[config.mk]
export PLATFORM = sky130hd
export DESIGN_NAME = array_list_table_engine_top_flat
export DESIGN_NICKNAME = d
export VERILOG_FILES = /design/src/rtl/altb_pkg.sv /design/src/rtl/altb_cmd_if.sv /design/src/rtl/altb_rsp_if.sv /design/src/rtl/altb_apb_regs.sv /design/src/rtl/array_list_table_engine_top.sv /design/src/flat_wrapper.sv
export SDC_FILE = /design/constraint.sdc
export NUM_CORES = 1
export LEC_CHECK = 0
export BUFFER_PORTS_ARGS = -buffer_cell sky130_fd_sc_hd__buf_4
export CAP_MARGIN = 20
export CORE_ASPECT_RATIO = 1.5
export CORE_UTILIZATION = 50
export CTS_BUF_LIST = sky130_fd_sc_hd__clkbuf_16
export DETAILED_ROUTE_END_ITERATION = 10
export GPL_TIMING_DRIVEN = 0
export PLACE_DENSITY = 0.67
export SLEW_MARGIN = 5
export SYNTH_ARGS = -nofsm -noshare
export SYNTH_HDL_FRONTEND = slang
export SYNTH_SLANG_ARGS = --single-unit
[constraint.sdc]
create_clock -name clk -period 5.48 [get_ports clk]
set_clock_uncertainty 0.05 [all_clocks]
set_input_delay 0.548 -clock clk [delete_from_list [all_inputs] [get_ports clk]]
set_output_delay 0.548 -clock clk [all_outputs]
set_load 0.05 [all_outputs]
[src/rtl/altb_pkg.sv]
`timescale 1ns / 1ps
// ============================================================================
// altb_pkg
// Shared types and constants of the array list table engine.
// ============================================================================
package altb_pkg;

	localparam int CMD_W  = 3;
	localparam int POS_W  = 5;
	localparam int DATA_W = 32;
	localparam int STS_W  = 3;
	localparam int IDX_W  = 4;
	localparam int SUM_W  = 36;
	localparam int CNT_W  = 5;

	localparam int MAX_RESULTS = 16;

	localparam int APB_AW = 3;
	localparam int APB_DW = 32;

	localparam logic [CNT_W-1:0] CAP_RESET    = 5'd10;
	localparam logic             REG_CAPACITY = 1'b0;

	typedef enum logic [CMD_W-1:0] {
		CMD_APPEND  = 3'd0,
		CMD_INSERT  = 3'd1,
		CMD_DELETE  = 3'd2,
		CMD_LSEARCH = 3'd3,
		CMD_BSEARCH = 3'd4,
		CMD_REVERSE = 3'd5,
		CMD_DUMP    = 3'd6,
		CMD_NOP     = 3'd7
	} cmd_t;

	typedef enum logic [STS_W-1:0] {
		STS_OK        = 3'd0,
		STS_FULL      = 3'd1,
		STS_BAD_INDEX = 3'd2,
		STS_NOT_FOUND = 3'd3,
		STS_EMPTY     = 3'd4
	} status_t;

	typedef enum logic [3:0] {
		ST_IDLE,
		ST_DECODE,
		ST_DEL_GET,
		ST_MOVE,
		ST_LSEARCH,
		ST_BS_PROBE,
		ST_BS_CMP,
		ST_REV_RA,
		ST_REV_RB,
		ST_REV_WA,
		ST_REV_WB,
		ST_DUMP_RD,
		ST_DUMP_OUT,
		ST_EMIT
	} state_t;

endpackage

[src/rtl/altb_cmd_if.sv]
`timescale 1ns / 1ps
// ============================================================================
// altb_cmd_if
// Command channel: one beat carries one list command.
// ============================================================================
interface altb_cmd_if;
	import altb_pkg::*;

	logic                     valid;
	logic                     ready;
	logic [CMD_W-1:0]         command;
	logic [POS_W-1:0]         position;
	logic signed [DATA_W-1:0] item_value;
	logic signed [DATA_W-1:0] search_key;

	modport source (output valid, command, position, item_value, search_key, input ready);
	modport sink   (input valid, command, position, item_value, search_key, output ready);

endinterface

[src/rtl/altb_rsp_if.sv]
`timescale 1ns / 1ps
// ============================================================================
// altb_rsp_if
// Result channel: one beat per result, last marks the end of a command.
// ============================================================================
interface altb_rsp_if;
	import altb_pkg::*;

	logic                     valid;
	logic                     ready;
	logic [STS_W-1:0]         status;
	logic [IDX_W-1:0]         found_index;
	logic signed [DATA_W-1:0] entry_value;
	logic signed [SUM_W-1:0]  total;
	logic [CNT_W-1:0]         count;
	logic                     last;

	modport source (output valid, status, found_index, entry_value, total, count, last,
		input ready);
	modport sink   (input valid, status, found_index, entry_value, total, count, last,
		output ready);

endinterface

[src/rtl/altb_apb_regs.sv]
`timescale 1ns / 1ps
// ============================================================================
// altb_apb_regs
// APB register block holding the capacity register.
// ============================================================================
module altb_apb_regs (
	input  logic                        clk,
	input  logic                        arst_n,
	input  logic                        psel,
	input  logic                        penable,
	input  logic                        pwrite,
	input  logic [altb_pkg::APB_AW-1:0] paddr,
	input  logic [altb_pkg::APB_DW-1:0] pwdata,
	output logic [altb_pkg::APB_DW-1:0] prdata,
	output logic                        pready,
	output logic [altb_pkg::CNT_W-1:0]  capacity
);
	import altb_pkg::*;

	logic [CNT_W-1:0] cap_q;
	logic             reg_idx;
	logic             wr_en;

	assign reg_idx = paddr[2];
	assign wr_en   = psel && penable && pwrite && (reg_idx == REG_CAPACITY);
	assign pready  = 1'b1;

	always_ff @(posedge clk or negedge arst_n) begin
		if (!arst_n) begin
			cap_q <= CAP_RESET;
		end else if (wr_en) begin
			cap_q <= pwdata[CNT_W-1:0];
		end
	end

	always_comb begin
		if (reg_idx == REG_CAPACITY) begin
			prdata = APB_DW'(cap_q);
		end else begin
			prdata = '0;
		end
	end

	assign capacity = cap_q;

endmodule

[src/rtl/array_list_table_engine_top.sv]
`timescale 1ns / 1ps
// ============================================================================
// array_list_table_engine_top
// Packed list of signed 32-bit entries with append, insert, delete, searches,
// reverse and dump, run by a sequencer over a single-port-read memory.
// ============================================================================
// Commands are taken one at a time; cmd.ready is high only while the
// sequencer is idle, and a waiting result does not hold off the next command.
// Every entry read goes through the one read port of the entry memory,
// whose registered read data sets the pace. Insert and delete shift the
// entries behind the position one place, linear search reads entries in
// order until a match, binary search probes midpoints, reverse swaps pairs
// from both ends inward, and dump reads entries one by one; a stalled
// output holds off the sequencer. The memory needs no clearing after
// reset: only entries below count are ever read.
// ============================================================================
module array_list_table_engine_top #(
	parameter int DEPTH = 16
) (
	input  logic                        clk,
	input  logic                        arst_n,
	altb_cmd_if.sink                    cmd,
	altb_rsp_if.source                  rsp,
	input  logic                        psel,
	input  logic                        penable,
	input  logic                        pwrite,
	input  logic [altb_pkg::APB_AW-1:0] paddr,
	input  logic [altb_pkg::APB_DW-1:0] pwdata,
	output logic [altb_pkg::APB_DW-1:0] prdata,
	output logic                        pready
);
	import altb_pkg::*;

	localparam int AW      = (DEPTH > 1) ? $clog2(DEPTH) : 1;
	localparam int CAP_MAX = (DEPTH > 31) ? 31 : DEPTH;

	localparam logic [CNT_W-1:0] CAP_LIM = CNT_W'(CAP_MAX);
	localparam logic [CNT_W-1:0] DUMP_LIM = CNT_W'(MAX_RESULTS);

	logic [CNT_W-1:0] capacity;
	logic [CNT_W-1:0] cap_eff;

	altb_apb_regs u_regs (
		.clk      (clk),
		.arst_n   (arst_n),
		.psel     (psel),
		.penable  (penable),
		.pwrite   (pwrite),
		.paddr    (paddr),
		.pwdata   (pwdata),
		.prdata   (prdata),
		.pready   (pready),
		.capacity (capacity)
	);

	assign cap_eff = (capacity < CAP_LIM) ? capacity : CAP_LIM;

	// entry memory
	logic [DATA_W-1:0] mem [DEPTH];
	logic              mem_we;
	logic [AW-1:0]     mem_waddr;
	logic [DATA_W-1:0] mem_wdata;
	logic              mem_re;
	logic [AW-1:0]     mem_raddr;
	logic [DATA_W-1:0] rdata_q;

	always_ff @(posedge clk) begin
		if (mem_we) begin
			mem[mem_waddr] <= mem_wdata;
		end
		if (mem_re) begin
			rdata_q <= mem[mem_raddr];
		end
	end

	// sequencer state
	state_t            state_q, state_d;
	cmd_t              cmd_q, cmd_d;
	logic [POS_W-1:0]  pos_q, pos_d;
	logic [DATA_W-1:0] item_q, item_d;
	logic [DATA_W-1:0] key_q, key_d;
	logic [CNT_W-1:0]  fill_q, fill_d;
	logic [SUM_W-1:0]  sum_q, sum_d;
	logic [CNT_W-1:0]  src_q, src_d;
	logic [CNT_W-1:0]  rem_q, rem_d;
	logic              pend_q, pend_d;
	logic [CNT_W-1:0]  pdst_q, pdst_d;
	logic [CNT_W-1:0]  lo_q, lo_d;
	logic [CNT_W-1:0]  hix_q, hix_d;
	logic [CNT_W-1:0]  mid_q, mid_d;
	logic [CNT_W-1:0]  n_q, n_d;
	logic [DATA_W-1:0] tmp_q, tmp_d;
	status_t           res_sts_q, res_sts_d;
	logic [IDX_W-1:0]  res_idx_q, res_idx_d;
	logic [DATA_W-1:0] res_val_q, res_val_d;

	// output register
	logic              ovalid_q, ovalid_d;
	logic [STS_W-1:0]  osts_q, osts_d;
	logic [IDX_W-1:0]  oidx_q, oidx_d;
	logic [DATA_W-1:0] oval_q, oval_d;
	logic [SUM_W-1:0]  otot_q, otot_d;
	logic [CNT_W-1:0]  ocnt_q, ocnt_d;
	logic              olast_q, olast_d;

	logic              out_free;
	logic              cmd_take;
	logic [CNT_W:0]    mid_sum;
	logic [SUM_W-1:0]  item_ext;
	logic [SUM_W-1:0]  res_ext;

	assign out_free  = !ovalid_q || rsp.ready;
	assign cmd.ready = (state_q == ST_IDLE);
	assign cmd_take  = cmd.valid && cmd.ready;
	assign mid_sum   = {1'b0, lo_q} + {1'b0, hix_q} - (CNT_W+1)'(1);
	assign item_ext  = {{(SUM_W-DATA_W){item_q[DATA_W-1]}}, item_q};
	assign res_ext   = {{(SUM_W-DATA_W){res_val_q[DATA_W-1]}}, res_val_q};

	always_ff @(posedge clk or negedge arst_n) begin
		if (!arst_n) begin
			state_q  <= ST_IDLE;
			fill_q   <= '0;
			sum_q    <= '0;
			pend_q   <= 1'b0;
			ovalid_q <= 1'b0;
		end else begin
			state_q  <= state_d;
			fill_q   <= fill_d;
			sum_q    <= sum_d;
			pend_q   <= pend_d;
			ovalid_q <= ovalid_d;
		end
	end

	always_ff @(posedge clk) begin
		cmd_q     <= cmd_d;
		pos_q     <= pos_d;
		item_q    <= item_d;
		key_q     <= key_d;
		src_q     <= src_d;
		rem_q     <= rem_d;
		pdst_q    <= pdst_d;
		lo_q      <= lo_d;
		hix_q     <= hix_d;
		mid_q     <= mid_d;
		n_q       <= n_d;
		tmp_q     <= tmp_d;
		res_sts_q <= res_sts_d;
		res_idx_q <= res_idx_d;
		res_val_q <= res_val_d;
		osts_q    <= osts_d;
		oidx_q    <= oidx_d;
		oval_q    <= oval_d;
		otot_q    <= otot_d;
		ocnt_q    <= ocnt_d;
		olast_q   <= olast_d;
	end

	always_comb begin
		state_d   = state_q;
		cmd_d     = cmd_q;
		pos_d     = pos_q;
		item_d    = item_q;
		key_d     = key_q;
		fill_d    = fill_q;
		sum_d     = sum_q;
		src_d     = src_q;
		rem_d     = rem_q;
		pend_d    = pend_q;
		pdst_d    = pdst_q;
		lo_d      = lo_q;
		hix_d     = hix_q;
		mid_d     = mid_q;
		n_d       = n_q;
		tmp_d     = tmp_q;
		res_sts_d = res_sts_q;
		res_idx_d = res_idx_q;
		res_val_d = res_val_q;

		ovalid_d  = ovalid_q && !rsp.ready;
		osts_d    = osts_q;
		oidx_d    = oidx_q;
		oval_d    = oval_q;
		otot_d    = otot_q;
		ocnt_d    = ocnt_q;
		olast_d   = olast_q;

		mem_we    = 1'b0;
		mem_waddr = AW'(fill_q);
		mem_wdata = item_q;
		mem_re    = 1'b0;
		mem_raddr = AW'(src_q);

		case (state_q)
			ST_IDLE: begin
				if (cmd_take) begin
					cmd_d   = cmd_t'(cmd.command);
					pos_d   = cmd.position;
					item_d  = cmd.item_value;
					key_d   = cmd.search_key;
					state_d = ST_DECODE;
				end
			end

			ST_DECODE: begin
				res_sts_d = STS_OK;
				res_idx_d = '0;
				res_val_d = '0;
				pend_d    = 1'b0;
				state_d   = ST_EMIT;
				case (cmd_q)
					CMD_APPEND: begin
						if (fill_q >= cap_eff) begin
							res_sts_d = STS_FULL;
						end else begin
							mem_we    = 1'b1;
							mem_waddr = AW'(fill_q);
							mem_wdata = item_q;
							fill_d    = fill_q + CNT_W'(1);
							sum_d     = sum_q + item_ext;
						end
					end
					CMD_INSERT: begin
						if (pos_q > fill_q) begin
							res_sts_d = STS_BAD_INDEX;
						end else if (fill_q >= cap_eff) begin
							res_sts_d = STS_FULL;
						end else begin
							src_d   = fill_q - CNT_W'(1);
							rem_d   = fill_q - pos_q;
							state_d = ST_MOVE;
						end
					end
					CMD_DELETE: begin
						if (fill_q == '0) begin
							res_sts_d = STS_EMPTY;
						end else if (pos_q >= fill_q) begin
							res_sts_d = STS_BAD_INDEX;
						end else begin
							mem_re    = 1'b1;
							mem_raddr = AW'(pos_q);
							state_d   = ST_DEL_GET;
						end
					end
					CMD_LSEARCH: begin
						if (fill_q == '0) begin
							res_sts_d = STS_EMPTY;
						end else begin
							src_d   = '0;
							rem_d   = fill_q;
							state_d = ST_LSEARCH;
						end
					end
					CMD_BSEARCH: begin
						if (fill_q == '0) begin
							res_sts_d = STS_EMPTY;
						end else begin
							lo_d    = '0;
							hix_d   = fill_q;
							state_d = ST_BS_PROBE;
						end
					end
					CMD_REVERSE: begin
						lo_d    = '0;
						hix_d   = fill_q;
						state_d = ST_REV_RA;
					end
					CMD_DUMP: begin
						if (fill_q == '0) begin
							res_sts_d = STS_EMPTY;
						end else begin
							n_d     = (fill_q > DUMP_LIM) ? DUMP_LIM : fill_q;
							src_d   = '0;
							state_d = ST_DUMP_RD;
						end
					end
					default: begin
						res_sts_d = STS_OK;
					end
				endcase
			end

			ST_DEL_GET: begin
				res_val_d = rdata_q;
				src_d     = pos_q + POS_W'(1);
				rem_d     = fill_q - pos_q - CNT_W'(1);
				state_d   = ST_MOVE;
			end

			// entries shift one place, read and write overlapped
			ST_MOVE: begin
				if (pend_q) begin
					mem_we    = 1'b1;
					mem_waddr = AW'(pdst_q);
					mem_wdata = rdata_q;
				end
				if (rem_q != '0) begin
					mem_re    = 1'b1;
					mem_raddr = AW'(src_q);
					pend_d    = 1'b1;
					rem_d     = rem_q - CNT_W'(1);
					if (cmd_q == CMD_INSERT) begin
						pdst_d = src_q + CNT_W'(1);
						src_d  = src_q - CNT_W'(1);
					end else begin
						pdst_d = src_q - CNT_W'(1);
						src_d  = src_q + CNT_W'(1);
					end
				end else begin
					pend_d = 1'b0;
					if (!pend_q) begin
						res_sts_d = STS_OK;
						state_d   = ST_EMIT;
						if (cmd_q == CMD_INSERT) begin
							mem_we    = 1'b1;
							mem_waddr = AW'(pos_q);
							mem_wdata = item_q;
							fill_d    = fill_q + CNT_W'(1);
							sum_d     = sum_q + item_ext;
						end else begin
							fill_d    = fill_q - CNT_W'(1);
							sum_d     = sum_q - res_ext;
						end
					end
				end
			end

			ST_LSEARCH: begin
				if (pend_q && (rdata_q == key_q)) begin
					pend_d    = 1'b0;
					res_sts_d = STS_OK;
					res_idx_d = pdst_q[IDX_W-1:0];
					state_d   = ST_EMIT;
				end else if (rem_q == '0 && !pend_q) begin
					res_sts_d = STS_NOT_FOUND;
					state_d   = ST_EMIT;
				end else if (rem_q != '0) begin
					mem_re    = 1'b1;
					mem_raddr = AW'(src_q);
					pend_d    = 1'b1;
					pdst_d    = src_q;
					src_d     = src_q + CNT_W'(1);
					rem_d     = rem_q - CNT_W'(1);
				end else begin
					pend_d = 1'b0;
				end
			end

			ST_BS_PROBE: begin
				if (lo_q < hix_q) begin
					mid_d     = mid_sum[CNT_W:1];
					mem_re    = 1'b1;
					mem_raddr = AW'(mid_sum[CNT_W:1]);
					state_d   = ST_BS_CMP;
				end else begin
					res_sts_d = STS_NOT_FOUND;
					state_d   = ST_EMIT;
				end
			end

			ST_BS_CMP: begin
				if (key_q == rdata_q) begin
					res_sts_d = STS_OK;
					res_idx_d = mid_q[IDX_W-1:0];
					state_d   = ST_EMIT;
				end else begin
					if ($signed(key_q) < $signed(rdata_q)) begin
						hix_d = mid_q;
					end else begin
						lo_d  = mid_q + CNT_W'(1);
					end
					state_d = ST_BS_PROBE;
				end
			end

			ST_REV_RA: begin
				if (({1'b0, lo_q} + (CNT_W+1)'(1)) < {1'b0, hix_q}) begin
					mem_re    = 1'b1;
					mem_raddr = AW'(lo_q);
					state_d   = ST_REV_RB;
				end else begin
					res_sts_d = STS_OK;
					state_d   = ST_EMIT;
				end
			end

			ST_REV_RB: begin
				mem_re    = 1'b1;
				mem_raddr = AW'(hix_q - CNT_W'(1));
				tmp_d     = rdata_q;
				state_d   = ST_REV_WA;
			end

			ST_REV_WA: begin
				mem_we    = 1'b1;
				mem_waddr = AW'(lo_q);
				mem_wdata = rdata_q;
				state_d   = ST_REV_WB;
			end

			ST_REV_WB: begin
				mem_we    = 1'b1;
				mem_waddr = AW'(hix_q - CNT_W'(1));
				mem_wdata = tmp_q;
				lo_d      = lo_q + CNT_W'(1);
				hix_d     = hix_q - CNT_W'(1);
				state_d   = ST_REV_RA;
			end

			ST_DUMP_RD: begin
				mem_re    = 1'b1;
				mem_raddr = AW'(src_q);
				state_d   = ST_DUMP_OUT;
			end

			ST_DUMP_OUT: begin
				if (out_free) begin
					ovalid_d = 1'b1;
					osts_d   = STS_OK;
					oidx_d   = src_q[IDX_W-1:0];
					oval_d   = rdata_q;
					otot_d   = sum_q;
					ocnt_d   = fill_q;
					olast_d  = ((src_q + CNT_W'(1)) == n_q);
					if ((src_q + CNT_W'(1)) == n_q) begin
						state_d = ST_IDLE;
					end else begin
						src_d   = src_q + CNT_W'(1);
						state_d = ST_DUMP_RD;
					end
				end
			end

			ST_EMIT: begin
				if (out_free) begin
					ovalid_d = 1'b1;
					osts_d   = res_sts_q;
					oidx_d   = res_idx_q;
					oval_d   = res_val_q;
					otot_d   = sum_q;
					ocnt_d   = fill_q;
					olast_d  = 1'b1;
					state_d  = ST_IDLE;
				end
			end

			default: begin
				state_d = ST_IDLE;
			end
		endcase
	end

	assign rsp.valid       = ovalid_q;
	assign rsp.status      = osts_q;
	assign rsp.found_index = oidx_q;
	assign rsp.entry_value = oval_q;
	assign rsp.total       = otot_q;
	assign rsp.count       = ocnt_q;
	assign rsp.last        = olast_q;

endmodule

[src/flat_wrapper.sv]
// flat-port wrapper written by rule: the top's interface ports become plain ports
module array_list_table_engine_top_flat import altb_pkg::*;
#(
	parameter int DEPTH = 16
)
  (clk, arst_n, psel, penable, pwrite, paddr, pwdata, prdata, pready, cmd_valid, cmd_command, cmd_position, cmd_item_value, cmd_search_key, cmd_ready, rsp_valid, rsp_status, rsp_found_index, rsp_entry_value, rsp_total, rsp_count, rsp_last, rsp_ready);
  altb_cmd_if cmd_i ();
  altb_rsp_if rsp_i ();
  input  logic clk;
  input  logic arst_n;
  input  logic psel;
  input  logic penable;
  input  logic pwrite;
  input  logic [altb_pkg::APB_AW-1:0] paddr;
  input  logic [altb_pkg::APB_DW-1:0] pwdata;
  output logic [altb_pkg::APB_DW-1:0] prdata;
  output logic pready;
  input wire logic [$bits(cmd_i.valid)-1:0] cmd_valid;
  input wire logic [$bits(cmd_i.command)-1:0] cmd_command;
  input wire logic [$bits(cmd_i.position)-1:0] cmd_position;
  input wire logic [$bits(cmd_i.item_value)-1:0] cmd_item_value;
  input wire logic [$bits(cmd_i.search_key)-1:0] cmd_search_key;
  output wire logic [$bits(cmd_i.ready)-1:0] cmd_ready;
  output wire logic [$bits(rsp_i.valid)-1:0] rsp_valid;
  output wire logic [$bits(rsp_i.status)-1:0] rsp_status;
  output wire logic [$bits(rsp_i.found_index)-1:0] rsp_found_index;
  output wire logic [$bits(rsp_i.entry_value)-1:0] rsp_entry_value;
  output wire logic [$bits(rsp_i.total)-1:0] rsp_total;
  output wire logic [$bits(rsp_i.count)-1:0] rsp_count;
  output wire logic [$bits(rsp_i.last)-1:0] rsp_last;
  input wire logic [$bits(rsp_i.ready)-1:0] rsp_ready;
  assign cmd_i.valid = cmd_valid;
  assign cmd_i.command = cmd_command;
  assign cmd_i.position = cmd_position;
  assign cmd_i.item_value = cmd_item_value;
  assign cmd_i.search_key = cmd_search_key;
  assign cmd_ready = cmd_i.ready;
  assign rsp_valid = rsp_i.valid;
  assign rsp_status = rsp_i.status;
  assign rsp_found_index = rsp_i.found_index;
  assign rsp_entry_value = rsp_i.entry_value;
  assign rsp_total = rsp_i.total;
  assign rsp_count = rsp_i.count;
  assign rsp_last = rsp_i.last;
  assign rsp_i.ready = rsp_ready;
  array_list_table_engine_top #(.DEPTH(DEPTH)) u_core (.clk(clk), .arst_n(arst_n), .cmd(cmd_i), .rsp(rsp_i), .psel(psel), .penable(penable), .pwrite(pwrite), .paddr(paddr), .pwdata(pwdata), .prdata(prdata), .pready(pready));
endmodule
==> reports/results.tsv <==
stage	metric	value	unit
grt	initial antenna violation count	4	
synthesis	Yosys top cell by area	edfxtp_1	
layout	P&R area growth vs syn	15.81	%
sta	RSZ-0062 raised after global routing	false	
clock_network	clk sinks	854	
synthesis	synth unique cells	88	
floorplan	Die Area	82470	um^2
layout	proportion of layout cells with a drive suffix above 1	0.1337	
synthesis	Synth top area share	0.5925	
status	status	completed	
worst_setup_path	category of the most critical setup path	reg -> reg	
sta	count of pins over their slew limit	0	
drt	vias post-DR	25810	
drt	ANT nets after route	0	
drt	DR iter-0 viols	2254	
clock_network	worst-skew pair later-pin latency	0.66	ns
synthesis	Synth Flop Type	edfxtp_1	
synthesis	number of synthesized flops with an enable pin	802	
clock_network	CTS resizes	0	
worst_setup_path	crit-path max FO	22	
worst_setup_path	Worst setup SP type	flop	
pwr	Clk pwr share	0.181	
layout	Fill cells	6327	
grt	first-pass GRT wire length	165800	um
layout	Final nets	3563	
floorplan	Die Y	351.2	um
synthesis	ys async rst share	0.06089	
worst_setup_path	critical path arrival	5.69	ns
job	Max Cap Viol	0	
worst_setup_path	crit path capture type	flop	
sta	relative slew slack	0.1650	
sta	worst hold slack	0.02741	ns
grt	number of global-route vias before repair	26220	
drt	routed vias/inst	5.859	
synthesis	Mapped Cells	2963	
drt	TritonRoute pass-1 iters	7	
sta	worst slew pin tran	1.243	ns
drt	post-DR wirelength/cell	25.55	um
pwr	power per cell area	688.9	nW/um^2
clock_network	setup bufs post-CTS	0	
sta	Max Freq	187.3	MHz
worst_setup_path	WP data required	5.83	ns
floorplan	IO Count	230	
sta	final hold violation count	0	
pwr	internal power	18.96	mW
drt	Final Routed Wirelength	112600	um
synthesis	Yosys warning count	0	
pwr	sw frac	0.4153	
layout	number of antenna diodes	0	
pwr	Switch Pwr	13.47	mW
clock_network	hold-fix buffers at CTS	36	
pwr	Seq pwr share	0.314	
clock_network	H-tree levels	3	
grt	largest net degree at the start of global routing	62	
floorplan	Core Region	80250	um^2
floorplan	Die X	234.8	um
sta	final setup vio count	0	
worst_hold_path	Hold Path Class	in -> reg	
layout	final core utilization	0.5867	
synthesis	most common cell in the synthesized netlist	edfxtp_1	
worst_setup_path	flop-to-flop setup slack	0.14	ns
clock_network	CTS buffer count	83	
floorplan	# rows	127	
synthesis	commonest cells in the netlist	802 x edfxtp_1, 496 x mux2i_1, 187 x nand2_1	
clock_network	TritonCTS clock tree	built	
synthesis	Cell Area, Synth	40650	um^2
pwr	VDD IR max	0.4051	mV
placement	port buffer count	172	
pwr	combinational share of power	0.506	
placement	Detail Placement HPWL	83630	um
grt	Total Routing Usage GR	0.2725	
sta	crit path time final	5.339	ns
sta	Final Cycle Share	0.9743	
clock_network	Root Driver	clkbuf_16	
synthesis	top area cells in the synthesized netlist	edfxtp_1 59%, mux2i_1 12%, ha_1 4.2%	
synthesis	Synth Register Bits	854	
synthesis	synthesized area per cell	13.72	um^2
clock_network	Reg clk slew, reported paths	0.06	ns
placement	GPL Wtd Cong	0.9811	
pwr	LEAKAGE	18.94	nW
synthesis	Seq/Total Area, Yosys	0.6245	
floorplan	Starting Density	0.5066	
grt	global route total overflow	0	
clock_network	Max clock buf depth	3	
drt	drt drc	0	
==> power by group through the flow <==
stage	combinational (mW)	clock (mW)	sequential, mW
CTS	16.3	5.95	10.2
detailed placement	16.2	0	10.3
global placement	15.7	0	10.3
finish	16.4	5.86	10.2
global route	17.5	6.18	10.3
floorplan	10.9	0	10.5
==> state kept, by name, indices dropped and copies added, names as in the netlist, 32 cells and up <==
register	count
u_core.tmp_q	32
u_core.res_val_q	32
u_core.rsp.total	36
u_core.rdata_q	32
u_core.key_q	32
u_core.mem	512
u_core.rsp.entry_value	32
u_core.item_q	32
u_core.sum_q	36
==> through the flow <==
step / setup slack, ns / power [mW] / area (um^2) / setup TNS [ns] / instances
final: 0.1406 / 32.43 / 47080 / 0 / 4406
after global routing: 0.1042 / 33.94 / 47080 / 0 / 4406
after CTS: 0.2299 / 32.42 / 47070 / 0 / 4405
after detailed placement: 0.2602 / 26.51 / 43940 / 0 / 4218
after global placement: -1.858 / 26.04 / 43330 / -743.57 / 4193
after floorplan: 0.7749 / 21.39 / 40750 / 0 / 2989
==> path summary, 6_finish.rpt <==
| path | start | end | cells past startpoint |
|---|---|---|---|
| worst min register to register | u_core.sum_q[35] | u_core.sum_q[35] | 1 |
| worst max-delay path | u_core.rdata_q[31] | u_core.rdata_q[14] | 12 |
| worst max register to register | u_core.rdata_q[31] | u_core.rdata_q[14] | 12 |
| min in group asynchronous | arst_n | u_core.rsp.valid | 2 |
| worst min-delay path | cmd_item_value[28] | u_core.item_q[28] | 1 |
| max in group asynchronous | arst_n | u_core.sum_q[11] | 2 |
==> cell usage in the layout (no fill, tap or decap), drive strengths merged, types with 8 or more instances in the layout <==
cell type	count
edfxtp	802
mux2i	496
buf	283
nand2	187
nor2	165
inv	164
clkbuf	154
ha	137
o21ai	137
a21oi	125
a21o	60
xnor2	55
dfrtp	50
xor2	43
dlygate4sd3	36
nand3	35
nor3	34
a222oi	32
nand2b	30
clkinv	29
conb	28
nor2b	27
o21a	20
nand4	19
a31oi	18
and3	18
o22ai	12
a211oi	11
bufinv	11
mux2	11
o211ai	10
o21bai	9
a22oi	8
nor4	8
or2	8
a221oi	8
==> critical path: stages (launching register included) <==
cell      delay (ns)
edfxtp_1        0.43
inv_1           0.08
ha_1            0.32
nand4_1         0.25
nor4_1          0.83
nand2_1         0.39
nor3_1          1.08
a21oi_1         0.27
nor2_1          0.21
nor2_1          0.16
a311oi_1        0.24
nand2_1         0.42
buf_16          0.33
==> area by class of cell <==
type                       instances  area (um^2)  share of cell area
tap                             1032         1291             0.02743
buffer                           155         1059             0.02249
clock buffer                      85         2127             0.04518
sequential                       854        25390              0.5393
multi-input combinational       1840        13910              0.2955
clock inverter                    66        648.1             0.01377
timing repair buffer             234         2127             0.04518
inverter                         140        525.5             0.01116
==> routing by layer <==
| layer | track usage | vias up | part of all wire |
|---|---|---|---|
| met5 | 0 | - | 0.00014 |
| met2 | 0.4914 | 963 | 0.51 |
| met3 | 0.03037 | 208 | 0.053 |
| met1 | 0.3315 | 12840 | 0.40 |
| met4 | 0.1161 | 2 | 0.040 |
| li1 | - | 11800 | - |
==> cell families after synthesis <==
logic type / Yosys count / synth area share
flip-flops: 854 / 0.6245
AND/OR/NAND/NOR: 555 / 0.06292
AO/OA/AOI/OAI: 511 / 0.08295
multiplexers: 507 / 0.1252
buffers and inverters: 295 / 0.03897
adder cells (fa/ha/maj): 141 / 0.04414
XOR/XNOR: 98 / 0.02112
other: 2 / 0.0001848
Note: power is estimated with default switching activity, not from simulation.
